==> config.mk <==
export PLATFORM = sky130hd
export DESIGN_NAME = sb_back
export DESIGN_NICKNAME = d
export VERILOG_FILES = /design/src/rtl/sb_pkg.sv /design/src/rtl/sb_back.sv
export SDC_FILE = /design/constraint.sdc
export NUM_CORES = 1
export LEC_CHECK = 0
export BUFFER_PORTS_ARGS = -buffer_cell sky130_fd_sc_hd__buf_4
export CORE_AREA = 2 2 209 211
export CTS_CLUSTER_SIZE = 28
export DETAILED_ROUTE_END_ITERATION = 6
export DIE_AREA = 0 0 211 213
export HOLD_SLACK_MARGIN = 0.15
export PLACE_DENSITY = 0.61
export SLEW_MARGIN = 5
export SYNTH_ARGS = -nofsm -noshare
export SYNTH_HDL_FRONTEND = slang
export SYNTH_SLANG_ARGS = --single-unit
==> constraint.sdc <==
create_clock -name i_clk -period 11.6 [get_ports i_clk]
set_input_delay 1.16 -clock i_clk [delete_from_list [all_inputs] [get_ports i_clk]]
set_output_delay 1.16 -clock i_clk [all_outputs]
set_load 0.005 [all_outputs]
==> src/rtl/sb_pkg.sv <==
// Shared types, constants and helpers for the seam backtracking block.
package sb_pkg;

    localparam int MAX_ROWS_DEF = 64;
    localparam int MAX_COLS_DEF = 64;
    localparam int STORE_DEPTH  = 4096;
    localparam int STORE_AW     = 12;
    localparam int OUTQ_DEPTH   = 4;
    localparam int PADDR_W      = 4;

    // register index codes (paddr[3:2])
    localparam logic [1:0] REG_DIRECTION = 2'd0;
    localparam logic [1:0] REG_ROWS      = 2'd1;
    localparam logic [1:0] REG_COLS      = 2'd2;

    typedef struct packed {
        logic [31:0] cost;
        logic        last_entry;
    } t_item;

    typedef struct packed {
        logic [5:0] seam_index;
        logic [5:0] step_index;
        logic       last_of_seam;
    } t_result;

    // job handed from the loader to the backtrack engine
    typedef struct packed {
        logic       vld;
        logic       dir;
        logic [6:0] len;
        logic [6:0] span;
        logic [6:0] cols;
    } t_job;

    typedef struct packed {
        logic take;
        logic busy;
    } t_back_stat;

    // store address of walk step s, choice position p
    function automatic logic [STORE_AW-1:0] f_addr(input logic dir, input logic [5:0] s,
                                                   input logic [5:0] p,
                                                   input logic [6:0] cols);
        logic [5:0]  major;
        logic [5:0]  minor;
        logic [12:0] sum;
        major = dir ? p : s;
        minor = dir ? s : p;
        sum   = {7'd0, major} * {6'd0, cols} + {7'd0, minor};
        return sum[STORE_AW-1:0];
    endfunction

endpackage

==> src/rtl/sb_back.sv <==
// Backtrack engine: argmin over the final line, then the neighbor walk.
module sb_back (
    input  logic                        i_clk,
    input  logic                        i_rst_n,
    input  sb_pkg::t_job                i_job,
    output sb_pkg::t_back_stat          o_stat,
    output logic                        o_ram_re,
    output logic [sb_pkg::STORE_AW-1:0] o_ram_raddr,
    input  logic [31:0]                 i_ram_rdata,
    output logic                        o_res_push,
    output sb_pkg::t_result             o_res,
    input  logic                        i_res_full
);

    typedef enum logic [7:0] {
        S_IDLE     = 8'b0000_0001,
        S_SCAN     = 8'b0000_0010,
        S_SCAN_END = 8'b0000_0100,
        S_EMIT     = 8'b0000_1000,
        S_RD_C     = 8'b0001_0000,
        S_RD_L     = 8'b0010_0000,
        S_RD_R     = 8'b0100_0000,
        S_DECIDE   = 8'b1000_0000
    } t_state;

    t_state      r_state, n_state;
    logic        r_dir;
    logic [5:0]  r_len_m1;
    logic [6:0]  r_span;
    logic [6:0]  r_cols;
    logic [5:0]  r_k;
    logic        r_tag_vld;
    logic [5:0]  r_tag_k;
    logic [31:0] r_best;
    logic [5:0]  r_pos;
    logic [5:0]  r_s;
    logic [31:0] r_c;
    logic [31:0] r_l;

    logic [5:0]  lp;
    logic [5:0]  rp;
    logic [6:0]  pos_p1;
    logic [6:0]  span_m1;
    logic [5:0]  s_m1;
    logic [31:0] mlc;
    logic [31:0] mrc;
    logic        scan_last;

    assign pos_p1    = {1'b0, r_pos} + 7'd1;
    assign span_m1   = r_span - 7'd1;
    assign lp        = (r_pos != 6'd0) ? r_pos - 6'd1 : 6'd0;
    assign rp        = (pos_p1 < r_span) ? pos_p1[5:0] : span_m1[5:0];
    assign s_m1      = r_s - 6'd1;
    assign scan_last = ({1'b0, r_k} == span_m1);
    assign mlc       = (r_l < r_c) ? r_l : r_c;
    assign mrc       = (i_ram_rdata < r_c) ? i_ram_rdata : r_c;

    assign o_stat.take = (r_state == S_IDLE) & i_job.vld;
    assign o_stat.busy = (r_state != S_IDLE);

    assign o_res.seam_index   = r_pos;
    assign o_res.step_index   = r_s;
    assign o_res.last_of_seam = (r_s == 6'd0);

    always_comb begin
        n_state     = r_state;
        o_ram_re    = 1'b0;
        o_ram_raddr = sb_pkg::f_addr(r_dir, s_m1, r_pos, r_cols);
        o_res_push  = 1'b0;
        unique case (r_state)
            S_IDLE: begin
                if (i_job.vld) n_state = S_SCAN;
            end
            S_SCAN: begin
                o_ram_re    = 1'b1;
                o_ram_raddr = sb_pkg::f_addr(r_dir, r_len_m1, r_k, r_cols);
                if (scan_last) n_state = S_SCAN_END;
            end
            S_SCAN_END: n_state = S_EMIT;
            S_EMIT: begin
                if (!i_res_full) begin
                    o_res_push = 1'b1;
                    n_state    = (r_s == 6'd0) ? S_IDLE : S_RD_C;
                end
            end
            S_RD_C: begin
                o_ram_re = 1'b1;
                n_state  = S_RD_L;
            end
            S_RD_L: begin
                o_ram_re    = 1'b1;
                o_ram_raddr = sb_pkg::f_addr(r_dir, s_m1, lp, r_cols);
                n_state     = S_RD_R;
            end
            S_RD_R: begin
                o_ram_re    = 1'b1;
                o_ram_raddr = sb_pkg::f_addr(r_dir, s_m1, rp, r_cols);
                n_state     = S_DECIDE;
            end
            S_DECIDE: n_state = S_EMIT;
            default:  n_state = S_IDLE;
        endcase
    end

    always_ff @(posedge i_clk) begin
        if (!i_rst_n) begin
            r_state   <= S_IDLE;
            r_tag_vld <= 1'b0;
        end else begin
            r_state   <= n_state;
            r_tag_vld <= (r_state == S_SCAN);
        end
    end

    always_ff @(posedge i_clk) begin
        if (r_state == S_IDLE && i_job.vld) begin
            r_dir    <= i_job.dir;
            r_len_m1 <= 6'(i_job.len - 7'd1);
            r_span   <= i_job.span;
            r_cols   <= i_job.cols;
            r_k      <= '0;
        end
        if (r_state == S_SCAN && !scan_last) begin
            r_k <= r_k + 6'd1;
        end
        r_tag_k <= r_k;
        // read data arrives in the cycle after its address; ties keep the lower index
        if (r_tag_vld && (r_tag_k == 6'd0 || i_ram_rdata < r_best)) begin
            r_best <= i_ram_rdata;
            r_pos  <= r_tag_k;
        end
        if (r_state == S_SCAN_END) begin
            r_s <= r_len_m1;
        end
        if (r_state == S_RD_L) begin
            r_c <= i_ram_rdata;
        end
        if (r_state == S_RD_R) begin
            r_l <= i_ram_rdata;
        end
        if (r_state == S_DECIDE) begin
            if (mlc > i_ram_rdata) begin
                r_pos <= rp;
            end else if (mrc > r_l) begin
                r_pos <= lp;
            end
            r_s <= s_m1;
        end
    end

endmodule

==> results.txt <==
Synthesis produced 1779 cells. The top cell type by area accounts for 23.01% of the synthesized area. The largest total area in the synthesized netlist belongs to sky130_fd_sc_hd__edfxtp_1. Summing all placed instances gives a cell area of 18170 um2. The final hold violation count was 0; the adder-cell share of the synthesized area was 32.64%.

For the sequential element share of the synthesized area, the log shows 25.51%. Counting every sink on the clock net gives 150. Of all nets on the critical path, the largest fanout is 13.

The biggest cell delay along the critical path came out at 0.75 ns. Signed area change from the synthesized netlist to the final layout: 11.21%. The endpoint identified for the worst register-to-register timing path is r_pos[0].

The run gives 12840 as the total via count after detailed routing. The post-synthesis compound-gate area fraction is 10.84%, and the final hold slack is 0.5248 ns. Setup repair after global routing left no endpoint under its margin. The area share of xor/xnor cells in the synthesized design works out to 4.452%. Summed over all nets, the half-perimeter wirelength after detailed placement is 32410 um.

The relative slew slack came out at 20.10%. The worst setup path is captured at an output pin. The setup skew after layout was 0.01320 ns.

The tree is rooted in a sky130_fd_sc_hd__clkbuf_16. For the data arrival time of the critical path, the log shows 7.70 ns. The run finished with clean final reports.

The worst setup path is launched from a flop. In this run, post-CTS hold repair placed 0 buffers. Across every metal layer, demand over resource in global routing totals 18.87%.

The worst hold endpoint was r_state[5]. Data on the critical path is required at its endpoint by 10.44 ns. After synthesis, the largest family of logic cells by area is adder cells. In this run the deepest clock path goes through 2 buffers.

Setup violations remaining at the end of the flow were counted as 0. Clock latency on the worst-skew pair, taken at its later pin, is 0.44 ns. The setup check on the worst reg-to-reg path leaves a slack of 6.18 ns. The x dimension of the die was 211 um; the initial antenna violation count was 0. Ranked by total cell area, the synthesized netlist is headed by sky130_fd_sc_hd__edfxtp_1 23%, sky130_fd_sc_hd__ha_1 22%, sky130_fd_sc_hd__fa_1 11%.

The cell family contributing the most delay on the critical path is adder cells. The count of final max-slew check failures is 0. The floorplan has 76 rows. The die is 213 um tall. Among the stages of the critical path, the cell type that occurs most often is sky130_fd_sc_hd__o21ai_0.

The number of enable-type register cells in the synthesized netlist is 129, and the number of H-tree levels is 4. The post-synthesis register bit count was 150. The worst hold path depth came out at 2. The CTS clock-pin slew for the worst setup and hold paths works out to 0.06 ns. The final critical path time including I/O delays and setup came out at 8.858 ns.

The post-synthesis instance area was 16840 um2. The tools report the number of top-level pins as 87. Sorting the synthesized cells by how often they occur yields 292 x sky130_fd_sc_hd__ha_1, 271 x sky130_fd_sc_hd__inv_1, 172 x sky130_fd_sc_hd__nand2_1. sky130_fd_sc_hd__ha_1 is the most common cell in the netlist.

Synthesis produced a netlist with a net count of 2221. The cell area after layout was 18720 um2. Among all flip-flop cells after synthesis, the most frequent one is sky130_fd_sc_hd__edfxtp_1. The worst setup path category is reg2out. Post-CTS timing repair inserted 0 buffers for setup. After detailed routing, the average wire length per cell comes to 16.79 um. The remaining global-route overflow is 0. Clock tree synthesis inserted a total of 17 buffers. The count of buffers inserted at the top-level ports was 85. Entering global routing, the biggest net connects 55 pins. The run gives 40650 um as the aggregate routed wire length. The startpoint identified for the worst register-to-register timing path is r_c[13].

In this run the most critical hold path is launched from r_state[4]. After Yosys synthesis, and, or, nand and nor cells account for 14.31% of the synthesized area. The post-route netlist has 9.275% of its cells at a drive strength greater than 1. The total area inside the core boundary comes to 42700 um2.

The run gives 112.9 MHz as the timing-limited maximum frequency. The antenna violation net count after detailed routing was 0; the mean instance size in the synthesized netlist was 9.464 um2. The setup TNS after final layout is 0 ns, and the number of inserted filler cells in the final layout is 4070. The slew at the pin closest to its max-slew limit came out at 1.195 ns.

Post-CTS repair changed the size of 0 cells. The run gives 0 as the number of warning messages in the yosys log. Dividing the final minimum period by the clock period gives 76.36%. The number of buffers and inverters on the critical path is 5. For the initial detailed-routing violation count, the log shows 644. After synthesis, the share of flip-flops with an asynchronous set or reset is 0%. The die covers 44940 um2.

Slowest stage cell on the critical path: sky130_fd_sc_hd__o21ai_0. The detail-routed via count per cell is 5.303. The final layout net count was 2305; the number of global-route vias before repair was 13270. The worst hold path belongs to the class reg2reg. Logic depth of the worst register-to-register path: 20. The portion of synthesized area spent on multiplexers is 5.180%.

The remaining design rule violation count was 0. TritonCTS built the clock tree. For the unique cell type count in the Yosys netlist, the log shows 78. 0 antenna diodes ended up in the layout.

The first global-routing pass estimated 66800 um of wire. The logs give 5 for the total iterations of the first detailed-routing run and 0 for the max-cap violation count. The initial core utilization was 39.43%; the routability congestion estimate was 0.8907.
sequential cells by signal (all words and copies together) (netlist names):
| name | cells |
|---|---|
| r_len_m1 | 6 |
| r_tag_k | 6 |
| r_span | 7 |
| r_best | 32 |
| r_state | 8 |
| r_pos | 6 |
| r_l | 32 |
| r_tag_vld | 1 |
| r_dir | 1 |
| r_k | 6 |
| r_s | 6 |
| r_c | 32 |
| r_cols | 7 |
worst min-delay path: stages, from the launching register on:
cell and delay, ns:
sky130_fd_sc_hd__dfxtp_1 0.33, sky130_fd_sc_hd__nand4_1 0.10, sky130_fd_sc_hd__nor2_1 0.05
cell type report:
cell class	instances	area [um2]	area share (%)
Timing Repair Buffer	104	780.7	4.170
Multi-Input combinational cell	1317	11380	60.81
Clock inverter	14	126.4	0.6750
Clock buffer	18	429.2	2.292
Inverter	273	1025	5.473
Tap cell	546	683.2	3.649
Sequential cell	150	4294	22.93
logic make-up after synthesis:
kind of cell,Yosys count
compound gates,280
simple gates,485
fa+ha+maj,384
flops,150
mux,85
buf+inv,312
xor+xnor,83
placed cells by master (no fill, tap or decap), types with 7 or more instances in the layout:
| master | n |
|---|---|
| sky130_fd_sc_hd__fa_1 | 92 |
| sky130_fd_sc_hd__nand4_1 | 26 |
| sky130_fd_sc_hd__dfxtp_1 | 21 |
| sky130_fd_sc_hd__edfxtp_1 | 129 |
| sky130_fd_sc_hd__a21oi_1 | 81 |
| sky130_fd_sc_hd__or3_1 | 7 |
| sky130_fd_sc_hd__ha_1 | 292 |
| sky130_fd_sc_hd__mux2_2 | 13 |
| sky130_fd_sc_hd__nor3_1 | 24 |
| sky130_fd_sc_hd__o21ai_0 | 67 |
| sky130_fd_sc_hd__nor2b_1 | 17 |
| sky130_fd_sc_hd__a21o_1 | 32 |
| sky130_fd_sc_hd__buf_4 | 104 |
| sky130_fd_sc_hd__nand2_1 | 172 |
| sky130_fd_sc_hd__mux2i_1 | 71 |
| sky130_fd_sc_hd__o22ai_1 | 9 |
| sky130_fd_sc_hd__clkbuf_16 | 17 |
| sky130_fd_sc_hd__inv_1 | 271 |
| sky130_fd_sc_hd__xnor2_1 | 49 |
| sky130_fd_sc_hd__nand3b_1 | 7 |
| sky130_fd_sc_hd__nand2b_1 | 9 |
| sky130_fd_sc_hd__xor2_1 | 31 |
| sky130_fd_sc_hd__a211oi_1 | 9 |
| sky130_fd_sc_hd__nor2_1 | 89 |
| sky130_fd_sc_hd__o211ai_1 | 10 |
| sky130_fd_sc_hd__o21a_1 | 7 |
| sky130_fd_sc_hd__a31oi_1 | 8 |
| sky130_fd_sc_hd__and2_1 | 75 |
| sky130_fd_sc_hd__nand3_1 | 23 |
metal layers:
metal  part of all wire (%)  vias up  track usage, %
li1                       -     6318               -
met1                     46     6188           24.74
met2                     48      276           32.26
met3                    3.9       61           2.721
met4                    2.4        0           5.707
met5                      0        -               0
worst max-delay path by stage:
stage | startpoint | endpoint | slack (ns) | cells past startpoint
floorplan | r_pos[3] | o_ram_raddr[11] | 4.30 | 28
global placement | r_pos[2] | o_ram_raddr[10] | 3.31 | 28
detailed placement | r_pos[2] | o_ram_raddr[10] | 3.21 | 28
CTS | r_pos[2] | o_ram_raddr[10] | 2.71 | 28
global route | r_pos[2] | o_ram_raddr[10] | 2.19 | 27
finish | r_pos[2] | o_ram_raddr[10] | 2.74 | 28
metrics by stage:
stage | util, % | instances | setup slack (ns)
floorplan | - | 1779 | 4.299
global placement | 42.55 | 2390 | 3.313
detailed placement | 42.55 | 2390 | 3.212
CTS | 43.85 | 2422 | 2.713
global route | 43.85 | 2422 | 2.187
finish | 43.85 | 2422 | 2.742
Power is left out: the tool's default activity adds up to more than one toggle a clock period on the data nets, which glitch-free logic cannot reach.
