### src/rtl/sb_pkg.sv
// Shared types, constants and helpers for the seam backtracking block.
package sb_pkg;

    localparam int MAX_ROWS_DEF = 64;
    localparam int MAX_COLS_DEF = 64;
    localparam int STORE_DEPTH  = 4096;
    localparam int STORE_AW     = 12;
    localparam int OUTQ_DEPTH   = 4;
    localparam int PADDR_W      = 4;

    // register index codes (paddr[3:2])
    localparam logic [1:0] REG_DIRECTION = 2'd0;
    localparam logic [1:0] REG_ROWS      = 2'd1;
    localparam logic [1:0] REG_COLS      = 2'd2;

    typedef struct packed {
        logic [31:0] cost;
        logic        last_entry;
    } t_item;

    typedef struct packed {
        logic [5:0] seam_index;
        logic [5:0] step_index;
        logic       last_of_seam;
    } t_result;

    // job handed from the loader to the backtrack engine
    typedef struct packed {
        logic       vld;
        logic       dir;
        logic [6:0] len;
        logic [6:0] span;
        logic [6:0] cols;
    } t_job;

    typedef struct packed {
        logic take;
        logic busy;
    } t_back_stat;

    // store address of walk step s, choice position p
    function automatic logic [STORE_AW-1:0] f_addr(input logic dir, input logic [5:0] s,
                                                   input logic [5:0] p,
                                                   input logic [6:0] cols);
        logic [5:0]  major;
        logic [5:0]  minor;
        logic [12:0] sum;
        major = dir ? p : s;
        minor = dir ? s : p;
        sum   = {7'd0, major} * {6'd0, cols} + {7'd0, minor};
        return sum[STORE_AW-1:0];
    endfunction

endpackage

### src/rtl/sb_front.sv
// Loader: takes map entries into the store and posts a backtrack job on the last one.
module sb_front #(
    parameter int MAX_ROWS = sb_pkg::MAX_ROWS_DEF,
    parameter int MAX_COLS = sb_pkg::MAX_COLS_DEF
) (
    input  logic                        i_clk,
    input  logic                        i_rst_n,
    input  logic                        i_push,
    input  sb_pkg::t_item               i_item,
    output logic                        o_full,
    input  logic                        i_dir,
    input  logic [6:0]                  i_rows,
    input  logic [6:0]                  i_cols,
    output logic                        o_ram_we,
    output logic [sb_pkg::STORE_AW-1:0] o_ram_waddr,
    output logic [31:0]                 o_ram_wdata,
    output sb_pkg::t_job                o_job,
    input  sb_pkg::t_back_stat          i_stat
);

    logic [sb_pkg::STORE_AW-1:0] r_load_count;
    sb_pkg::t_job                r_job;
    logic                        accept;
    logic [6:0]                  rows_eff;
    logic [6:0]                  cols_eff;

    always_comb begin
        rows_eff = i_rows;
        if (i_rows == 7'd0) begin
            rows_eff = 7'd1;
        end else if (i_rows > 7'(MAX_ROWS)) begin
            rows_eff = 7'(MAX_ROWS);
        end
        cols_eff = i_cols;
        if (i_cols == 7'd0) begin
            cols_eff = 7'd1;
        end else if (i_cols > 7'(MAX_COLS)) begin
            cols_eff = 7'(MAX_COLS);
        end
    end

    // hold off loading while a job waits or the engine is busy
    assign o_full      = r_job.vld | i_stat.busy;
    assign accept      = i_push & ~o_full;
    assign o_ram_we    = accept;
    assign o_ram_waddr = r_load_count;
    assign o_ram_wdata = i_item.cost;
    assign o_job       = r_job;

    always_ff @(posedge i_clk) begin
        if (!i_rst_n) begin
            r_load_count <= '0;
            r_job.vld    <= 1'b0;
        end else begin
            if (accept) begin
                r_load_count <= i_item.last_entry ? '0 : r_load_count + 1'b1;
            end
            if (accept && i_item.last_entry) begin
                r_job.vld <= 1'b1;
            end else if (i_stat.take) begin
                r_job.vld <= 1'b0;
            end
        end
        if (accept && i_item.last_entry) begin
            r_job.dir  <= i_dir;
            r_job.len  <= i_dir ? cols_eff : rows_eff;
            r_job.span <= i_dir ? rows_eff : cols_eff;
            r_job.cols <= cols_eff;
        end
    end

endmodule

### config.mk
export PLATFORM = sky130hd
export DESIGN_NAME = sb_front
export DESIGN_NICKNAME = d
export VERILOG_FILES = /design/src/rtl/sb_pkg.sv /design/src/rtl/sb_front.sv
export SDC_FILE = /design/constraint.sdc
export NUM_CORES = 1
export LEC_CHECK = 0
export BUFFER_PORTS_ARGS = -buffer_cell sky130_fd_sc_hd__clkbuf_2
export CORE_MARGIN = 3
export CORE_UTILIZATION = 35
export DETAILED_ROUTE_END_ITERATION = 10
export GPL_ROUTABILITY_DRIVEN = 0
export PLACE_DENSITY = 0.67
export SYNTH_ARGS = -nofsm -noshare
export SYNTH_HDL_FRONTEND = slang
export SYNTH_SLANG_ARGS = --single-unit
### constraint.sdc
create_clock -name i_clk -period 3.45 [get_ports i_clk]
set_input_delay 0.345 -clock i_clk [delete_from_list [all_inputs] [get_ports i_clk]]
set_output_delay 0.345 -clock i_clk [all_outputs]
set_load 0.01 [all_outputs]
==> results_dict.tcl, run 1 <==
set metrics [dict create \
    outcome "finished, final reports clean" \
    tns_ns 0 \
    endpoint_kind "register" \
    cap_violations 0 \
    cellPowerDensity_nw_per_um2 393 \
    rr_worst_depth 2 \
    synthDistinctLibCells 34 \
    utilization_pct 40.2 \
    critPathKind "register to register" \
    clock_path_buffers 2 \
    clkSinkCount 35 \
    crit_chain "nand4bb_1 > inv_1" \
    ys.flop_type "edfxtp_1" \
    grt_busiest_layer "met2" \
    routed_wl_um 3570 \
    fin_crit_sh_pct 56.2 \
    hold_violations 0 \
    antenna_cells 0 \
    grt_use_met1_pct 12.8 \
    grt_use_met2_pct 18.8 \
    slew_viol_final 0 \
    die_w_um 79.6 \
    final_cell_area_um2 2080 \
    die_area_um2 6340 \
    layout_common_cells "57 x clkbuf_2, 22 x edfxtp_1, 13 x nand2b_1, 13 x dfxtp_1, 10 x mux2i_1" \
    core_area_um2 5170 \
    syn-num-nets 228 \
    yosys.area.top_type "edfxtp_1" \
    rsz0062_at_grt "no" \
    overflow 0 \
    wl_per_cell_um 13.2 \
    place_area_um2 1990 \
    clk-insertion-delay-late_ns 0.29 \
    finalSetupViolCount 0 \
    netlist_area_um2 1900 \
    cts-buffers-inserted 5 \
    seqPwrFrac_pct 56.6 \
    cts_htree_levels 2 \
    ir_worst_vdd_mv 0.141 \
    num_io_pins 122 \
    seq_area_frac_synth_pct 48.5 \
    syn_to_final_growth_pct 9.49 \
    hold_end "o_job[22]" \
    comb_power_share_pct 9.4 \
    grt_pass1_wl_um 5660 \
    die_h_um 79.6 \
    dpl_worst_slack_ns 1.39 \
    async_flop_share_pct 0 \
    worstHoldStart "i_stat[1]" \
    power.internal_w 0.000629 \
    cts_tree "built" \
    drt_iter0_drc 61 \
    yosys.area.top_type_share_pct 34.8 \
    cts_hold_buffers 0 \
    slowest_stage "inv_1" \
    required_ns 3.37 \
    avgViaCountPerCell 4.71 \
    p_sw_w 0.000188 \
    synth-seq-cells 35 \
    syn_inst 174 \
    min_path_cells 3 \
    grt_antenna_before_repair 0 \
    skew_ns 0.00615 \
    period_needed_ns 1.94 \
    rows 26 \
    grt_pass1_vias 1235 \
    synth-edff-count 22 \
    grt_max_degree 23 \
    cts_setup_buffers 0 \
    leakage_nw 0.833 \
    dr.pass1.iters 4 \
    cts_resized 0 \
    clockRootBuffer "clkbuf_8" \
    r2r_start "o_job[22]" \
    path_clk_slew_ns 0.07 \
    avgSynthCellArea_um2 10.9 \
    crit_arrival_ns 1.86 \
    ant_nets 0 \
    vias 1272 \
    fmax_ghz 0.515 \
    setup_slack_ns 1.51 \
    layout_commonest_cell "clkbuf_2" \
    slowest_delay_ns 0.74 \
    fin_cells 270 \
    crit_path_start_kind "register" \
    io_buffers 57 \
    grtUsageMet3_pct 3.27 \
    netSwitchingFraction_pct 23.0 \
    grt_util_all_layers_pct 11.7 \
    dp_cells 262 \
    rr_endpoint "o_job[18]" \
    nets 253 \
    drive_above_1_share_pct 37.0 \
    initial_core_util_pct 36.7 \
    worstMarginPinSlew_ns 0.795 \
    reg2reg_setup_slack_ns 1.51 \
    pwr-share-clk_pct 34.0 \
    cp_max_fo 22 \
    drc_errors 0 \
    synth.area.top_cells "edfxtp_1 35%, dfxtp_1 14%, buf_4 13%" \
    hpwl_um 2700 \
    ys_warn_count 0 \
    min-delay-path-class "input pin to register" \
    slew-limit-headroom_pct 46.9 \
]
==> critical path: cells and delay by family, from the launching register on <==
kind | cells | cell delay (ns)
flip-flops | 1 | 0.37
buffers and inverters | 1 | 0.74
AND/OR/NAND/NOR | 1 | 0.45
==> power groups by stage <==
stage | Combinational (W) | Clock (W) | Sequential, W
3_5_place_dp | 0.0000777 | 0 | 0.000472
2_1_floorplan | 0.0000779 | 0 | 0.000476
5_1_grt | 0.0000856 | 0.000314 | 0.000463
4_1_cts | 0.0000779 | 0.000290 | 0.000463
6_report | 0.0000767 | 0.000277 | 0.000463
3_3_place_gp | 0.0000761 | 0 | 0.000471
==> state kept, by name, summed over array words and instances, names as in the netlist <==
| name | flops |
|---|---|
| o_ram_waddr | 12 |
| o_job | 23 |
==> through the flow <==
stage | hold slack, ns | total power, W
4_1_cts | 0.321 | 0.000831
5_1_grt | 0.361 | 0.000863
3_3_place_gp | 0.474 | 0.000547
6_report | 0.326 | 0.000817
2_1_floorplan | 0.444 | 0.000554
3_5_place_dp | 0.469 | 0.000550
==> logic make-up after synthesis <==
logic type | synth area share [%]
AO/OA/AOI/OAI | 6.33
XOR/XNOR | 0.923
adder cells (fa/ha/maj) | 0.659
buffers and inverters | 16.3
flip-flops | 48.5
multiplexers | 6.46
AND/OR/NAND/NOR | 20.8
==> worst max path at each step <==
stage              start         to  slack (ns)  cells after the start
2_1_floorplan  o_job[22]   o_job[0]        1.88                      3
3_3_place_gp   i_stat[0]  o_job[17]        1.43                      3
3_5_place_dp   i_stat[0]  o_job[17]        1.39                      3
4_1_cts        o_job[22]  o_job[17]        1.50                      2
5_1_grt        o_job[22]   o_job[4]        1.35                      2
6_report       o_job[22]  o_job[18]        1.51                      2
==> layer usage <==
metal  up-vias  share of wire [%]  routed length, µm
met3        26                6.7                239
met4         0                4.3                155
li1        631                  -                  -
met5         -                  0                  0
met1       569                 39               1400
met2        46                 50               1780
==> cells in the mapped netlist, drive strengths merged, types with 2 or more instances <==
| cell type | n |
|---|---|
| nand3 | 6 |
| nand2b | 13 |
| mux2i | 10 |
| edfxtp | 22 |
| dfxtp | 13 |
| clkbuf | 4 |
| nand2 | 9 |
| mux2 | 2 |
| or4 | 3 |
| nand4 | 2 |
| nor2 | 6 |
| nor4 | 4 |
| xnor2 | 2 |
| nand3b | 4 |
| inv | 9 |
| a21oi | 7 |
| nor3 | 2 |
| buf | 35 |
| o31ai | 4 |
| o21ai | 6 |
| o32ai | 2 |
| nand4bb | 2 |
==> layout make-up <==
cell class              instances  area [µm²]
inverters                       9        33.8
clock inverters                 3        15.0
fillers                       516        3090
flip-flops and latches         35         921
multi-input cells              91         667
clock buffers                   5        68.8
well taps                      70        87.6
repair buffers                 57         285
Note: power is estimated with default switching activity, not from simulation.
==> run 2: changes to the inputs <==
--- a/config.mk
+++ b/config.mk
@@ -5,6 +5,7 @@
 export SDC_FILE = /design/constraint.sdc
 export NUM_CORES = 1
 export LEC_CHECK = 0
+export ABC_AREA = 1
 export BUFFER_PORTS_ARGS = -buffer_cell sky130_fd_sc_hd__clkbuf_2
 export CORE_MARGIN = 3
 export CORE_UTILIZATION = 35
==> constraint.sdc (replaced) <==
create_clock -name i_clk -period 1.88 [get_ports i_clk]
set_input_delay 0.188 -clock i_clk [delete_from_list [all_inputs] [get_ports i_clk]]
set_output_delay 0.188 -clock i_clk [all_outputs]
set_load 0.01 [all_outputs]
==> results_dict.tcl, run 2 <==
set metrics [dict create \
    cp_max_fo 22 \
    synth_compound_area_share_pct 5.60 \
    yosys.area.top_type "edfxtp_1" \
    clock_path_buffers 2 \
    hpwl_um 3270 \
    fin_crit_sh_pct 75.5 \
    core_area_um2 5170 \
    power.internal_w 0.00116 \
    netSwitchingFraction_pct 25.6 \
    grt_max_degree 23 \
    syn_inst 217 \
    largest_reg_flops 23 \
    cellPowerDensity_nw_per_um2 735 \
    fill_cells 529 \
    overflow 0 \
    seq_area_frac_synth_pct 48.5 \
    grt_util_all_layers_pct 13.3 \
    die_h_um 79.6 \
    synthAdderAreaFrac_pct 0.659 \
    hold_violations 0 \
    ir_worst_vdd_mv 0.248 \
    synthDistinctLibCells 26 \
    die_w_um 79.6 \
    vias 1474 \
    synth_xor_area_share_pct 0.461 \
    rr_endpoint "o_job[21]" \
    place_area_um2 2030 \
    outcome "finished, final reports clean" \
    seqPwrFrac_pct 54.6 \
    endpoint_kind "register" \
    worstSetupEndpoint "o_job[21]" \
    initial_core_util_pct 36.7 \
    cap_violations 0 \
    avgViaCountPerCell 4.64 \
    p_total_w 0.00155 \
    grt_antenna_before_repair 0 \
    crit_arrival_ns 1.39 \
    dr.pass1.iters 4 \
    fin_cells 318 \
    fmax_ghz 0.705 \
    drt_iter0_drc 51 \
    ys.flop_type "edfxtp_1" \
    ant_nets 0 \
    worstMarginPinSlew_ns 0.325 \
    clk-insertion-delay-late_ns 0.29 \
    critPathKind "register to register" \
    cts_tree "built" \
    min-delay-path-class "input pin to register" \
    async_flop_share_pct 0 \
    r2r_start "o_job[22]" \
    tns_ns 0 \
    crit_path_start "o_job[22]" \
    synth.top_cells.by_count "39 x nand2_1, 32 x buf_4, 29 x inv_1" \
    rsz0062_at_grt "no" \
    required_ns 1.85 \
    synth.area.top_cells "edfxtp_1 35%, dfxtp_1 14%, buf_4 13%" \
    p_sw_w 0.000398 \
    slew-limit-headroom_pct 78.1 \
    skew_ns 0.00479 \
    period_needed_ns 1.42 \
    drive_above_1_share_pct 31.5 \
    clockRootBuffer "clkbuf_8" \
    crit_path_start_kind "register" \
    cts_setup_buffers 0 \
    synthMostInstantiatedCell "nand2_1" \
    reg2reg_setup_slack_ns 0.46 \
    ys_warn_count 0 \
    path_clk_slew_ns 0.07 \
    cts_hold_buffers 0 \
    die_area_um2 6340 \
    grt_pass1_vias 1334 \
    netlist_area_um2 1900 \
    io_buffers 57 \
    rows 26 \
    nets 301 \
    dp_cells 310 \
    synth.area.mux_share_pct 0 \
    synthSimpleGateAreaFrac_pct 25.1 \
    drc_errors 0 \
    final_cell_area_um2 2120 \
    cts_resized 0 \
    rr_worst_depth 6 \
    slew_viol_final 0 \
    synth-seq-cells 35 \
    cts-buffers-inserted 5 \
    syn-num-nets 271 \
    routed_wl_um 4190 \
    finalSetupViolCount 0 \
    synth_top_family_by_area "simple AND/OR/NAND/NOR gates" \
    comb_power_share_pct 10.5 \
    utilization_pct 40.9 \
    syn_to_final_growth_pct 11.5 \
    yosys.area.top_type_share_pct 34.8 \
    clkSinkCount 35 \
    pwr-share-clk_pct 34.9 \
    grt_pass1_wl_um 6430 \
    wl_per_cell_um 13.2 \
    antenna_cells 0 \
    leakage_nw 1.02 \
    layout_common_cells "57 x clkbuf_2, 39 x nand2_1, 29 x inv_1" \
    avgSynthCellArea_um2 8.75 \
    layout_commonest_cell "clkbuf_2" \
    synth-edff-count 22 \
    num_io_pins 122 \
    cts_htree_levels 2 \
]
==> run 2: routing by layer <==
layer  GRT usage (%)  wire (µm)  part of all wire [%]  up-vias
li1                -          -                     -      728
met1            14.9       1640                    39      646
met2            21.6       1960                    47       76
met3            5.08        445                    11       24
met4            7.56        144                   3.4        0
met5               0          0                     0        -
==> run 2: critical path: stages, from the launching register on <==
cell and delay, ns:
dfxtp_1 0.35, nor2_4 0.16, nand2_4 0.13, inv_4 0.09, nand2_4 0.05, inv_1 0.05
buf_4 0.27
==> run 2: area by class of cell <==
cell class / count / area (µm²) / share of cell area [%]
Sequential cell: 35 / 921 / 43.5
Inverter: 31 / 121 / 5.74
Clock inverter: 3 / 20.0 / 0.946
Timing Repair Buffer: 58 / 293 / 13.8
Tap cell: 70 / 87.6 / 4.14
Multi-Input combinational cell: 116 / 604 / 28.6
Clock buffer: 5 / 68.8 / 3.25
==> run 2: cell families (layout without fill, tap and decap cells) <==
group / Yosys count / count (layout)
and+or+nand+nor: 97 / 97
buffers and inverters: 66 / 97
DFF: 35 / 35
AOI/OAI and AO/OA: 17 / 17
adders and majority gates: 1 / 1
xor gates and xnor gates: 1 / 1
==> run 2: power groups by stage <==
stage	clock network (W)	logic (W)	registers, W
floorplan	0	0.000153	0.000876
CTS	0.000560	0.000165	0.000849
finish	0.000542	0.000164	0.000849
global placement	0	0.000161	0.000866
global route	0.000586	0.000182	0.000851
detailed placement	0	0.000164	0.000866
==> run 2: how the worst min path moves through the flow <==
stage	endpoint	slack, ns	startpoint	depth (start not counted)
after floorplan	o_job[21]	0.29	i_dir	0
after global placement	o_ram_wdata[16]	0.38	i_item[17]	0
after detailed placement	o_ram_wdata[16]	0.38	i_item[17]	0
after CTS	o_job[22]	0.15	i_rst_n	2
after global routing	o_job[22]	0.16	i_rst_n	2
final	o_job[22]	0.17	i_rst_n	2
==> run 2: stage by stage <==
step                setup WS (ns)  hold slack [ns]
floorplan                   0.279            0.287
detailed placement          0.445            0.376
global placement            0.497            0.376
global route                0.329            0.156
CTS                         0.431            0.153
finish                      0.461            0.166
==> run 3: changes to the inputs <==
--- a/config.mk
+++ b/config.mk
@@ -11,7 +11,7 @@
 export CORE_UTILIZATION = 35
 export DETAILED_ROUTE_END_ITERATION = 10
 export GPL_ROUTABILITY_DRIVEN = 0
-export PLACE_DENSITY = 0.67
+export PLACE_DENSITY = 0.7
 export SYNTH_ARGS = -nofsm -noshare
 export SYNTH_HDL_FRONTEND = slang
 export SYNTH_SLANG_ARGS = --single-unit
==> constraint.sdc (replaced) <==
create_clock -name i_clk -period 1.3 [get_ports i_clk]
set_input_delay 0.13 -clock i_clk [delete_from_list [all_inputs] [get_ports i_clk]]
set_output_delay 0.13 -clock i_clk [all_outputs]
set_load 0.01 [all_outputs]
==> results_dict.tcl, run 3 (synthesis gave the netlist of run 2 again) <==
set metrics [dict create \
    grt_pass1_vias 1385 \
    period_needed_ns 1.26 \
    final_cell_area_um2 2270 \
    vias 1519 \
    cts_htree_levels 2 \
    drc_errors 0 \
    endpoint_kind "register" \
    tns_ns 0 \
    path_buf_inv 2 \
    nets 312 \
    die_h_um 79.6 \
    cts_tree "built" \
    clk-insertion-delay-late_ns 0.29 \
    layout_commonest_cell "clkbuf_2" \
    hpwl_um 3210 \
    path_clk_slew_ns 0.07 \
    utilization_pct 43.9 \
    place_area_um2 2060 \
    finalSetupViolCount 0 \
    grt_max_degree 23 \
    clock_path_buffers 2 \
    grt_pass1_wl_um 6440 \
    clkSinkCount 35 \
    antenna_cells 0 \
    cp_max_fo 6 \
    largest_reg_flops 23 \
    fmax_ghz 0.793 \
    grt_util_all_layers_pct 13.3 \
    crit_path_start_kind "register" \
    slowest_stage "dfxtp_4" \
    drive_above_1_share_pct 37.6 \
    slew_viol_final 0 \
    slew-limit-headroom_pct 77.0 \
    cts_hold_buffers 0 \
    cellPowerDensity_nw_per_um2 1080 \
    crit_arrival_ns 1.45 \
    slowest_delay_ns 0.36 \
    fill_cells 510 \
    avgViaCountPerCell 4.63 \
    drt_iter0_drc 70 \
    syn_to_final_growth_pct 19.6 \
    dpl_worst_slack_ns 0.0412 \
    path_delay_family "simple AND/OR/NAND/NOR gates" \
    io_buffers 57 \
    initial_core_util_pct 36.7 \
    layout_common_cells "57 x clkbuf_2, 36 x nand2_1, 28 x inv_1" \
    critPathKind "register to register" \
    core_area_um2 5170 \
    wl_met2_um 2060 \
    wl_per_cell_um 12.8 \
    crit_chain "nor2_4 > nand2_4 > buf_6 > nor2_8 > buf_6 > nand2_2 > nand2_2 > nor2_1" \
    highest_layer "met4" \
    cap_violations 0 \
    die_area_um2 6340 \
    ir_worst_vdd_mv 0.395 \
    rows 26 \
    fin_hold_ws_ns 0.0869 \
    num_io_pins 122 \
    skew_ns 0.00396 \
    leakage_nw 1.09 \
    grt_antenna_before_repair 0 \
    cts-buffers-inserted 5 \
    outcome "finished, final reports clean" \
    dr.pass1.iters 4 \
    hold_violations 0 \
    ant_nets 0 \
    rsz0062_at_grt "yes" \
    wl_met1_um 1610 \
    routed-wl-met3_um 408 \
    overflow 0 \
    die_w_um 79.6 \
    clockRootBuffer "clkbuf_8" \
    fin_crit_sh_pct 97.1 \
    setup_slack_ns 0.0383 \
    min-delay-path-class "input pin to register" \
    worstMarginPinSlew_ns 0.345 \
    required_ns 1.49 \
    routed_wl_um 4210 \
]
==> run 3: area by class of cell <==
type | instances | area [µm²] | area share (%)
clock buffers | 5 | 68.8 | 3.03
repair buffers | 69 | 408 | 18.0
multi-input cells | 116 | 614 | 27.1
clock inverters | 2 | 37.5 | 1.65
inverters | 31 | 125 | 5.51
flip-flops and latches | 35 | 928 | 40.9
well taps | 70 | 87.6 | 3.86
==> run 3: path summary, 6_finish.rpt <==
check,startpoint,to,slack [ns],cells past startpoint
worst max-delay path,o_job[22],o_ram_waddr[5],0.04,8
worst min-delay path,i_stat[1],o_job[22],0.09,4
worst max register to register,o_job[22],o_ram_waddr[5],0.04,8
worst min register to register,o_job[22],o_job[22],0.52,2
==> run 3: metal layers <==
metal | GRT usage, % | up-vias
met3 | 4.51 | 22
met5 | 0 | -
li1 | - | 747
met1 | 14.4 | 686
met2 | 22.1 | 64
met4 | 8.25 | 0
==> run 3: power breakdown <==
| part | switching, W | leakage [nW] | internal [W] |
|---|---|---|---|
| Combinational | 0.000153 | 0.733 | 0.0000993 |
| Clock | 0.000401 | 0.0502 | 0.000560 |
| Sequential | 0.0000135 | 0.308 | 0.00121 |
==> run 3: through the flow <==
step,std cells,power [W]
floorplan,217,0.00149
global placement,312,0.00150
detailed placement,312,0.00150
CTS,319,0.00245
global route,328,0.00254
finish,328,0.00244
==> run 3: what timing repair did <==
| action | 4_1_cts | 5_1_grt |
|---|---|---|
| buffers inserted | 0 | 9 |
| resized for setup | 0 | 11 |
| endpoints found under the setup margin | 0 | 2 |
==> run 3: worst reg2reg max path: cells and delay by family, from the launching register on <==
kind	cells	cell delay, ns
buffers and inverters	2	0.29
and+or+nand+nor	6	0.52
DFF	1	0.36
