==> config.mk <==
export PLATFORM = sky130hd
export DESIGN_NAME = sb_outq
export DESIGN_NICKNAME = d
export VERILOG_FILES = /design/src/rtl/sb_pkg.sv /design/src/rtl/sb_outq.sv
export SDC_FILE = /design/constraint.sdc
export NUM_CORES = 1
export LEC_CHECK = 0
export BUFFER_PORTS_ARGS = -buffer_cell sky130_fd_sc_hd__buf_2
export CAP_MARGIN = 40
export CORE_MARGIN = 4
export CORE_UTILIZATION = 58
export CTS_BUF_LIST = sky130_fd_sc_hd__clkbuf_8
export CTS_CLUSTER_SIZE = 30
export DETAILED_ROUTE_END_ITERATION = 6
export PLACE_DENSITY = 0.8
export REMOVE_ABC_BUFFERS = 1
export SETUP_SLACK_MARGIN = 0.1
export SKIP_CTS_REPAIR_TIMING = 1
export SYNTH_ARGS = -nofsm -noshare
export SYNTH_HDL_FRONTEND = slang
export SYNTH_SLANG_ARGS = --single-unit
==> constraint.sdc <==
create_clock -name i_clk -period 6.4 [get_ports i_clk]
set_input_delay 0.32 -clock i_clk [delete_from_list [all_inputs] [get_ports i_clk]]
set_output_delay 0.32 -clock i_clk [all_outputs]
set_load 0.01 [all_outputs]
==> src/rtl/sb_pkg.sv <==
// Shared types, constants and helpers for the seam backtracking block.
package sb_pkg;

    localparam int MAX_ROWS_DEF = 64;
    localparam int MAX_COLS_DEF = 64;
    localparam int STORE_DEPTH  = 4096;
    localparam int STORE_AW     = 12;
    localparam int OUTQ_DEPTH   = 4;
    localparam int PADDR_W      = 4;

    // register index codes (paddr[3:2])
    localparam logic [1:0] REG_DIRECTION = 2'd0;
    localparam logic [1:0] REG_ROWS      = 2'd1;
    localparam logic [1:0] REG_COLS      = 2'd2;

    typedef struct packed {
        logic [31:0] cost;
        logic        last_entry;
    } t_item;

    typedef struct packed {
        logic [5:0] seam_index;
        logic [5:0] step_index;
        logic       last_of_seam;
    } t_result;

    // job handed from the loader to the backtrack engine
    typedef struct packed {
        logic       vld;
        logic       dir;
        logic [6:0] len;
        logic [6:0] span;
        logic [6:0] cols;
    } t_job;

    typedef struct packed {
        logic take;
        logic busy;
    } t_back_stat;

    // store address of walk step s, choice position p
    function automatic logic [STORE_AW-1:0] f_addr(input logic dir, input logic [5:0] s,
                                                   input logic [5:0] p,
                                                   input logic [6:0] cols);
        logic [5:0]  major;
        logic [5:0]  minor;
        logic [12:0] sum;
        major = dir ? p : s;
        minor = dir ? s : p;
        sum   = {7'd0, major} * {6'd0, cols} + {7'd0, minor};
        return sum[STORE_AW-1:0];
    endfunction

endpackage

==> src/rtl/sb_outq.sv <==
// Small result queue between the backtrack engine and the result port.
module sb_outq #(
    parameter int DEPTH = sb_pkg::OUTQ_DEPTH
) (
    input  logic            i_clk,
    input  logic            i_rst_n,
    input  logic            i_push,
    input  sb_pkg::t_result i_data,
    output logic            o_full,
    input  logic            i_pop,
    output logic            o_empty,
    output sb_pkg::t_result o_data
);

    localparam int PW = (DEPTH > 1) ? $clog2(DEPTH) : 1;
    localparam int CW = $clog2(DEPTH + 1);

    sb_pkg::t_result r_mem [DEPTH];
    logic [PW-1:0]   r_wr_ptr;
    logic [PW-1:0]   r_rd_ptr;
    logic [CW-1:0]   r_count;
    logic            do_push;
    logic            do_pop;

    assign o_full  = (r_count == CW'(DEPTH));
    assign o_empty = (r_count == '0);
    assign o_data  = r_mem[r_rd_ptr];
    assign do_push = i_push & ~o_full;
    assign do_pop  = i_pop & ~o_empty;

    always_ff @(posedge i_clk) begin
        if (!i_rst_n) begin
            r_wr_ptr <= '0;
            r_rd_ptr <= '0;
            r_count  <= '0;
        end else begin
            if (do_push) begin
                r_wr_ptr <= (r_wr_ptr == PW'(DEPTH - 1)) ? '0 : r_wr_ptr + 1'b1;
            end
            if (do_pop) begin
                r_rd_ptr <= (r_rd_ptr == PW'(DEPTH - 1)) ? '0 : r_rd_ptr + 1'b1;
            end
            if (do_push && !do_pop) begin
                r_count <= r_count + 1'b1;
            end else if (do_pop && !do_push) begin
                r_count <= r_count - 1'b1;
            end
        end
    end

    always_ff @(posedge i_clk) begin
        if (do_push) begin
            r_mem[r_wr_ptr] <= i_data;
        end
    end

endmodule

==> flow_summary.json, run 1 <==
{
  "status": "finished, final reports clean",
  "first_pass_iters": 4,
  "grt_overflow_total": 0,
  "rsz0062_at_grt": "no",
  "ys_seq_area_frac": 0.726,
  "row_count": 23,
  "fin_crit_ns": 2.39,
  "worst-setup-path-type": "register to register",
  "grt_pass1_vias": 1210,
  "initial_core_util": 0.600,
  "drt_wl_total_um": 3890,
  "clock.fmax_mhz": 418,
  "die_w_um": 72.3,
  "ir_drop_v": 0.000224,
  "post-route-util": 0.716,
  "worst-path-max-fanout": 7,
  "layout-drive-gt1-share": 0.298,
  "place_inst": 195,
  "grt_antenna_before_repair": 0,
  "cts_buffer_depth": 2,
  "cp-start-kind": "register",
  "root_buffer": "clkbuf_8",
  "vias": 1178,
  "tritoncts": "done",
  "fillers": 241,
  "min_path_type": "primary input to register",
  "synthTopCellsByArea": "edfxtp_1, mux4_1, dfxtp_1",
  "vias_per_cell": 5.58,
  "n_antenna_cell": 0,
  "dieArea_um2": 5230,
  "slew_headroom": 0.521,
  "io_buffers": 31,
  "setup_viol": 0,
  "path_clk_slew_ns": 0.07,
  "synth_cell_type_count": 24,
  "grt_max_degree": 14,
  "skew_ns": 0.00493,
  "seqCellArea_um2": 1740,
  "place_congestion": 0.658,
  "multi_input_area_um2": 622,
  "syn_area_per_cell_um2": 20.3,
  "htree_num_levels": 3,
  "core_area_um2": 4000,
  "cts_num_sinks": 61,
  "finalMaxSlewViolations": 0,
  "nets": 180,
  "total_power_mw": 1.21,
  "setup-tns-final_ns": 0,
  "crit_required_ns": 6.65,
  "wl_per_cell_um": 18.5,
  "insertion_delay_ns": 0.34,
  "timing.final.crit_share": 0.374,
  "stdcell_count": 211,
  "syn_area_um2": 2400,
  "cp-end-kind": "register",
  "drtIter0Drc": 54,
  "fin_area_um2": 2860,
  "drtAntennaViolNets": 0,
  "hold_viol_final": 0,
  "synth_seq_cells": 61,
  "dpl_cell_area_um2": 2590,
  "grt_use_total": 0.168,
  "yosysWarnings": 0,
  "synth_top_area_share": 0.651,
  "synth_top_area_cell": "edfxtp_1",
  "numCtsBuffers": 9,
  "cap_violations": 0,
  "drc": 0,
  "num_io_pins": 32,
  "tightestPinTransition_ns": 0.718,
  "synth_cells": 118,
  "power_density_nw_per_um2": 423,
  "p_leak_nw": 1.06,
  "crit_arrival_ns": 2.64,
  "area_growth_pct": 19.4,
  "die_h_um": 72.3,
  "grt_pass1_wl_um": 6020,
  "dp_hpwl_um": 2530
}
-- layer usage --
| metal | up-vias | wire [um] | GRT usage |
|---|---|---|---|
| li1 | 550 | - | - |
| met1 | 578 | 1530 | 0.184 |
| met2 | 38 | 2070 | 0.282 |
| met3 | 12 | 182 | 0.0457 |
| met4 | 0 | 111 | 0.117 |
| met5 | - | 0 | 0 |
-- Yosys cell counts --
cell,number
edfxtp_1,52
mux4_1,13
dfxtp_1,9
ha_1,6
nand2_1,6
and2_1,5
inv_1,3
mux2i_1,3
o21ai_0,3
nand3_1,2
nor2_1,2
nor2b_1,2
a21boi_0,1
buf_1,1
buf_2,1
buf_6,1
clkbuf_1,1
fa_1,1
nor3_1,1
nor3b_2,1
o31ai_1,1
or3_1,1
xnor2_1,1
xor2_1,1
-- sequential cells by signal (all words and copies together), names as in the netlist, named ones only --
register / flops
r_wr_ptr: 2
r_rd_ptr: 2
r_mem: 52
r_count: 3
-- layout make-up --
cell class,instances,share of cell area
clock inverters,7,0.0511
clock buffers,9,0.0433
multi-input cells,50,0.217
flip-flops and latches,61,0.608
repair buffers,31,0.0542
well taps,50,0.0219
inverters,3,0.00393
-- report_power, final --
part           internal (mW)  switching, mW
registers              0.488         0.0422
logic                  0.117          0.111
clock network          0.301          0.153
-- cell usage in the layout, fill, tap and decap left out --
| cell | n |
|---|---|
| edfxtp_1 | 52 |
| buf_2 | 31 |
| mux4_1 | 13 |
| dfxtp_1 | 9 |
| clkbuf_8 | 9 |
| nand2_1 | 6 |
| ha_1 | 6 |
| and2_1 | 5 |
| bufinv_16 | 4 |
| inv_1 | 3 |
| mux2i_1 | 3 |
| o21ai_0 | 3 |
| nor2b_1 | 2 |
| nor2_1 | 2 |
| nand3_1 | 2 |
| clkinv_4 | 2 |
| nor3b_2 | 1 |
| nor3_1 | 1 |
| o31ai_1 | 1 |
| xnor2_1 | 1 |
| xor2_1 | 1 |
| or3_1 | 1 |
| a21boi_0 | 1 |
| fa_1 | 1 |
| inv_6 | 1 |
-- per-stage QoR --
step | hold WS (ns) | setup WS, ns
after floorplan | 0.419 | 4.26
after CTS | 0.177 | 4.00
after global placement | 0.480 | 4.23
final | 0.195 | 4.01
after detailed placement | 0.524 | 4.02
after global routing | 0.188 | 3.86
-- cell families (layout without fill, tap and decap cells) --
family	after synthesis	count (layout)	synth area share
AND/OR/NAND/NOR	20	20	0.0449
adder cells (fa/ha/maj)	7	7	0.0396
buffers and inverters	7	50	0.0146
XOR/XNOR	2	2	0.00730
flip-flops	61	61	0.726
AO/OA/AOI/OAI	5	5	0.0125
multiplexers	16	16	0.155
-- worst max-delay path, stage by stage, from the launching register on --
cell	delay [ns]
dfxtp_1	0.46
nor3b_2	0.09
nor2b_1	0.38
ha_1	0.27
inv_1	0.07
fa_1	0.39
xor2_1	0.16
or3_1	0.30
a21boi_0	0.19
-- final timing paths --
| check | start | to | cells after the start | slack [ns] |
|---|---|---|---|---|
| max | r_count[0] | r_count[2] | 8 | 4.01 |
| min | i_data[3] | r_mem[1][3] | 1 | 0.19 |
| max reg2reg | r_count[0] | r_count[2] | 8 | 4.01 |
| min reg2reg | r_wr_ptr[1] | r_wr_ptr[1] | 2 | 0.53 |
Note: power is estimated with default switching activity, not from simulation.
==> run 2, diff against run 1 <==
--- a/config.mk
+++ b/config.mk
@@ -5,6 +5,7 @@
 export SDC_FILE = /design/constraint.sdc
 export NUM_CORES = 1
 export LEC_CHECK = 0
+export ABC_AREA = 1
 export BUFFER_PORTS_ARGS = -buffer_cell sky130_fd_sc_hd__buf_2
 export CAP_MARGIN = 40
 export CORE_MARGIN = 4
==> constraint.sdc (replaced) <==
create_clock -name i_clk -period 2.25 [get_ports i_clk]
set_input_delay 0.1125 -clock i_clk [delete_from_list [all_inputs] [get_ports i_clk]]
set_output_delay 0.1125 -clock i_clk [all_outputs]
set_load 0.01 [all_outputs]
==> run 2 against run 1 <==
Against the previous run:
- synthesized cell count up 68%
- global-route usage up 1.3 points
- clock-buffer cell count unchanged
- core utilization up 0.19 points
- routed wire length up 14%
- die area up 4.9%
- clock power up 66%
- area after synthesis up 5.5%
- worst hold slack worse by 0.18 ns
- clock skew up 0.0012 ns
- via count up 34%
- critical endpoint is now r_count[1]
- largest cell class unchanged
- largest power group unchanged
==> flow_summary.json, run 2 <==
{
  "setup-tns-final_ns": 0,
  "grt_use_total": 0.181,
  "setup_slack_ns": 0.445,
  "drc": 0,
  "initial_core_util": 0.615,
  "r2r_end": "r_count[1]",
  "place_inst": 277,
  "synthFlopType": "edfxtp_1",
  "grt_antenna_before_repair": 0,
  "stdcell_count": 302,
  "status": "finished, final reports clean",
  "dp_hpwl_um": 2800,
  "drt_wl_total_um": 4420,
  "area_growth_pct": 16.7,
  "htree_num_levels": 3,
  "synth.most_common_cell": "edfxtp_1",
  "synthTopCellsByArea": "edfxtp_1, dfxtp_1, nor2_1",
  "min_path_type": "primary input to register",
  "insertion_delay_ns": 0.32,
  "final_common_cell": "edfxtp_1",
  "core_area_um2": 4120,
  "cap_violations": 0,
  "post-route-util": 0.718,
  "rr_startpoint": "r_count[1]",
  "crit_arrival_ns": 2.03,
  "path_clk_slew_ns": 0.06,
  "synth-async-reset-ratio": 0,
  "synth_cell_type_count": 25,
  "fin_crit_ns": 1.81,
  "reg2reg_depth": 9,
  "fin_area_um2": 2950,
  "wl_per_cell_um": 14.6,
  "first_pass_iters": 4,
  "dpl_cell_area_um2": 2710,
  "total_power_mw": 3.27,
  "die_h_um": 74.1,
  "grt_pass1_vias": 1547,
  "vias": 1584,
  "grt_max_degree": 28,
  "top_regs": "r_mem: 52 flops, r_count: 3 flops",
  "layout-drive-gt1-share": 0.270,
  "timing.final.crit_share": 0.802,
  "rsz0062_at_grt": "no",
  "n_antenna_cell": 0,
  "largest_register": "r_mem",
  "tightestPinTransition_ns": 0.511,
  "worstSetupEndpoint": "r_count[1]",
  "cts_num_sinks": 61,
  "setup_viol": 0,
  "clock.fmax_mhz": 554,
  "place_ws_ns": 0.444,
  "ys_seq_area_frac": 0.688,
  "slew_headroom": 0.659,
  "vias_per_cell": 5.25,
  "synth_top_area_cell": "edfxtp_1",
  "synth_seq_cells": 61,
  "row_count": 23,
  "worst-path-max-fanout": 7,
  "nets": 271,
  "final_cell_mix": "edfxtp_1, nor2_1, buf_2",
  "root_buffer": "clkbuf_8",
  "hold_viol_final": 0,
  "largest_reg_flops": 52,
  "grt_overflow_total": 0,
  "drtAntennaViolNets": 0,
  "yosysWarnings": 0,
  "die_w_um": 74.1,
  "crit_path_start": "r_count[1]",
  "syn_area_um2": 2530,
  "ir_drop_v": 0.000759,
  "skew_ns": 0.00608,
  "num_io_pins": 32,
  "numCtsBuffers": 9,
  "rrSetupSlack_ns": 0.44,
  "crit_required_ns": 2.47,
  "grt_pass1_wl_um": 7090,
  "dieArea_um2": 5480,
  "io_buffers": 31,
  "syn_area_per_cell_um2": 12.8,
  "fin_hold_ws_ns": 0.0131,
  "finalMaxSlewViolations": 0,
  "p_leak_nw": 1.16,
  "place_congestion": 0.792,
  "cp-start-kind": "register",
  "synth_common_cells": "edfxtp_1, nor2_1, o21ai_0, inv_1, nand2_1",
  "cp-end-kind": "register",
  "synth_cells": 198,
  "cts_buffer_depth": 2,
  "tritoncts": "done",
  "drtIter0Drc": 98,
  "power_density_nw_per_um2": 1110,
  "synth_edf_count": 52,
  "worst-setup-path-type": "register to register",
  "synth_top_area_share": 0.617
}
==> run 2: cell types whose count changed in the layout (fill, tap and decap cells not counted), moves of 4 or more <==
cell	before	now
nor2_1	2	36
o21ai_0	3	21
inv_1	3	18
mux4_1	13	0
dlygate4sd3_1	0	9
nor2_2	0	7
o22ai_1	0	7
nand2_1	6	12
o21ai_1	0	6
o22ai_2	0	6
and2_1	5	0
buf_4	0	5
bufinv_16	4	0
==> run 2: kinds of logic (layout without fill, tap and decap cells) <==
| logic type | Yosys count | after routing | synth area share |
|---|---|---|---|
| AO/OA/AOI/OAI | 43 | 43 | 0.108 |
| AND/OR/NAND/NOR | 61 | 61 | 0.103 |
| adder cells (fa/ha/maj) | 7 | 7 | 0.0376 |
| buffers and inverters | 26 | 80 | 0.0633 |
| flip-flops | 61 | 61 | 0.688 |
==> run 2: power by group <==
group	internal [mW]	switching [mW]
registers	1.39	0.0918
clock network	0.380	0.371
logic	0.394	0.641
total	2.17	1.10
==> run 2: layer usage <==
| metal | global-route usage | vias to the layer above | wire length [um] |
|---|---|---|---|
| li1 | - | 790 | - |
| met1 | 0.208 | 732 | 1790 |
| met2 | 0.305 | 55 | 2270 |
| met3 | 0.0649 | 7 | 294 |
| met4 | 0.0785 | 0 | 68 |
| met5 | 0 | - | 0 |
==> run 2: how the worst min path moves through the flow <==
| stage | cells after the start | start | endpoint | slack, ns |
|---|---|---|---|---|
| 5_1_grt | 1 | i_data[12] | r_mem[2][12] | 0.002 |
| 3_5_place_dp | 1 | i_data[7] | r_mem[3][7] | 0.33 |
| 6_report | 1 | i_data[0] | r_mem[1][0] | 0.01 |
| 2_1_floorplan | 0 | i_data[0] | r_mem[0][0] | 0.21 |
| 3_3_place_gp | 1 | i_data[1] | r_mem[0][1] | 0.33 |
| 4_1_cts | 1 | i_data[7] | r_mem[1][7] | -0.02 |
==> run 2: critical path: stages, from the launching register on <==
cell and delay, ns:
dfxtp_1 0.34, nor2_2 0.15, nand2_2 0.09, nand2_2 0.12, inv_1 0.06, ha_1 0.21
inv_1 0.09, fa_1 0.41, o21ai_0 0.17, nor2_1 0.06
==> run 2: cell type report <==
| cell class | count | area, um2 |
|---|---|---|
| Sequential cell | 61 | 1740 |
| Clock buffer | 9 | 124 |
| Clock inverter | 7 | 33.8 |
| Fill cell | 293 | 1160 |
| Multi-Input combinational cell | 111 | 629 |
| Inverter | 19 | 78.8 |
| Tap cell | 50 | 62.6 |
| Timing Repair Buffer | 45 | 283 |
==> run 3, diff against run 2 <==
--- a/config.mk
+++ b/config.mk
@@ -9,11 +9,11 @@
 export BUFFER_PORTS_ARGS = -buffer_cell sky130_fd_sc_hd__buf_2
 export CAP_MARGIN = 40
 export CORE_MARGIN = 4
-export CORE_UTILIZATION = 58
+export CORE_UTILIZATION = 54
 export CTS_BUF_LIST = sky130_fd_sc_hd__clkbuf_8
 export CTS_CLUSTER_SIZE = 30
 export DETAILED_ROUTE_END_ITERATION = 6
-export PLACE_DENSITY = 0.8
+export PLACE_DENSITY = 0.78
 export REMOVE_ABC_BUFFERS = 1
 export SETUP_SLACK_MARGIN = 0.1
 export SKIP_CTS_REPAIR_TIMING = 1
==> constraint.sdc (replaced) <==
create_clock -name i_clk -period 1.65 [get_ports i_clk]
set_input_delay 0.0825 -clock i_clk [delete_from_list [all_inputs] [get_ports i_clk]]
set_output_delay 0.0825 -clock i_clk [all_outputs]
set_load 0.01 [all_outputs]
==> run 3 against run 2 <==
Against the previous run:
- critical path depth unchanged
- critical path type unchanged
- flip-flop and latch count unchanged
- power increased by 56%
- final cell count increased by 5.0%
- highest routed layer unchanged
- first-iteration DRC count decreased by 51%
- combinational power increased by 65%
- via count increased by 2.9%
- largest cell class unchanged
- worst hold slack improved by 0.032 ns
==> flow_summary.json, run 3 (synthesized netlist as in run 2, its figures left out) <==
{
  "cap_violations": 0,
  "min_path_type": "primary input to register",
  "top_regs": "r_mem: 52 flops, r_count: 3 flops",
  "cpMaxStageDelayCell": "fa_2",
  "worst-path-max-fanout": 2,
  "grt_pass1_vias": 1612,
  "p_sw_mw": 1.64,
  "crit_required_ns": 1.87,
  "drtAntennaViolNets": 0,
  "root_buffer": "clkbuf_8",
  "area_growth_pct": 25.3,
  "hold_viol_final": 0,
  "vias_per_cell": 5.14,
  "grt_overflow_total": 0,
  "grt_antenna_before_repair": 0,
  "worst-setup-path-type": "register to register",
  "layout-drive-gt1-share": 0.336,
  "num_io_pins": 32,
  "rsz0062_at_grt": "yes",
  "core_area_um2": 4440,
  "wl_per_cell_um": 14.5,
  "numCtsBuffers": 9,
  "max_stage_delay_ns": 0.43,
  "first_pass_iters": 4,
  "grt_pass1_wl_um": 7390,
  "skew_ns": 0.00313,
  "die_w_um": 76.5,
  "htree_num_levels": 3,
  "vias": 1630,
  "crit_path_start": "r_count[0]",
  "final_cell_mix": "edfxtp_1, nor2_1, buf_2",
  "reg2reg_depth": 9,
  "place_congestion": 0.694,
  "row_count": 24,
  "cts_num_sinks": 61,
  "setup_viol": 0,
  "rr_startpoint": "r_count[0]",
  "clockPowerShare": 0.268,
  "io_buffers": 31,
  "status": "finished, final reports clean",
  "final_common_cell": "edfxtp_1",
  "tritoncts": "done",
  "slew_headroom": 0.799,
  "worstHoldStart": "i_rst_n",
  "p_leak_nw": 1.26,
  "largest_reg_flops": 52,
  "cp-end-kind": "register",
  "path_clk_slew_ns": 0.06,
  "ir_drop_v": 0.00104,
  "p_int_mw": 3.47,
  "dieArea_um2": 5850,
  "largest_register": "r_mem",
  "place_inst": 286,
  "cts_buffer_depth": 2,
  "cp-start-kind": "register",
  "stdcell_count": 317,
  "drtIter0Drc": 48,
  "cp_cell_sequence": "nor2_4, nand2_2, nand2_2, inv_2, ha_4, inv_2, fa_2, o21ai_2, nor2_1",
  "pwr-share-comb": 0.336,
  "initial_core_util": 0.570,
  "fin_hold_ws_ns": 0.0455,
  "dp_hpwl_um": 2800,
  "insertion_delay_ns": 0.33,
  "power_density_nw_per_um2": 1610,
  "tightestPinTransition_ns": 0.298,
  "switching_share": 0.321,
  "grt_use_total": 0.166,
  "die_h_um": 76.5,
  "p_seq_frac": 0.396,
  "hold_depth": 3,
  "clock.fmax_mhz": 620,
  "n_antenna_cell": 0,
  "nets": 284,
  "finalMaxSlewViolations": 0,
  "drc": 0,
  "drt_wl_total_um": 4580,
  "fin_crit_ns": 1.61,
  "crit_arrival_ns": 1.84,
  "grt_max_degree": 28,
  "timing.final.crit_share": 0.977
}
[run 3: cell count changes in the layout (fill, tap and decap cells not counted), moves of 2 or more]
| cell | change |
|---|---|
| buf_4 | +8 |
| o21ai_0 | -7 |
| o21ai_1 | +5 |
| dlygate4sd3_1 | +4 |
| dfxtp_1 | -3 |
| dfxtp_2 | +3 |
| inv_1 | -3 |
| bufinv_16 | +2 |
| inv_2 | +2 |
| o21ai_2 | +2 |
[run 3: metrics by stage]
stage / power (mW) / worst slack (ns) / cell area (um2) / TNS, ns / util
5_1_grt: 5.42 / -0.0429 / 3170 / -0.0835 / 0.713
6_report: 5.11 / 0.0383 / 3170 / 0 / 0.713
3_3_place_gp: 3.53 / 0.0531 / 2770 / 0 / 0.624
3_5_place_dp: 3.58 / -0.0241 / 2770 / -0.0298 / 0.624
2_1_floorplan: 2.96 / -0.00973 / 2450 / -0.00973 / -
4_1_cts: 4.95 / -0.0612 / 2980 / -0.0753 / 0.670
[run 3: final timing paths]
kind	end	slack (ns)
hold / removal	r_wr_ptr[0]	0.05
setup reg to reg	r_count[1]	0.04
hold reg to reg	register	0.53
setup / recovery	r_count[1]	0.04
[run 3: final cells by class]
| class | instances | area (um2) |
|---|---|---|
| sequential | 61 | 1750 |
| fill | 320 | 1270 |
| multi-input combinational | 111 | 666 |
| timing repair buffer | 58 | 403 |
| clock buffer | 9 | 124 |
| inverter | 19 | 86.3 |
| clock inverter | 7 | 81.3 |
| tap | 52 | 65.1 |
[run 3: worst max-delay path, delay by kind of cell, from the launching register on]
kind	cells	cell delay, ns
AO/OA/AOI/OAI	1	0.12
adder cells (fa/ha/maj)	2	0.58
flip-flops	1	0.33
AND/OR/NAND/NOR	4	0.37
buffers and inverters	2	0.10
[run 3: routing by layer]
layer  wire (um)  vias up  global-route usage  share of wire
li1            -      820                   -              -
met1        1910      759               0.189           0.42
met2        2320       44               0.278           0.51
met3         287        7              0.0733          0.063
met4          64        0              0.0598          0.014
met5           0        -                   0              0
[run 3: power by group through the flow]
stage / clock (mW) / sequential, mW / combinational (mW)
after floorplan: 0 / 2.07 / 0.895
after global routing: 1.47 / 2.04 / 1.91
after detailed placement: 0 / 2.03 / 1.54
after CTS: 1.39 / 2.00 / 1.56
final: 1.37 / 2.02 / 1.72
after global placement: 0 / 2.02 / 1.50
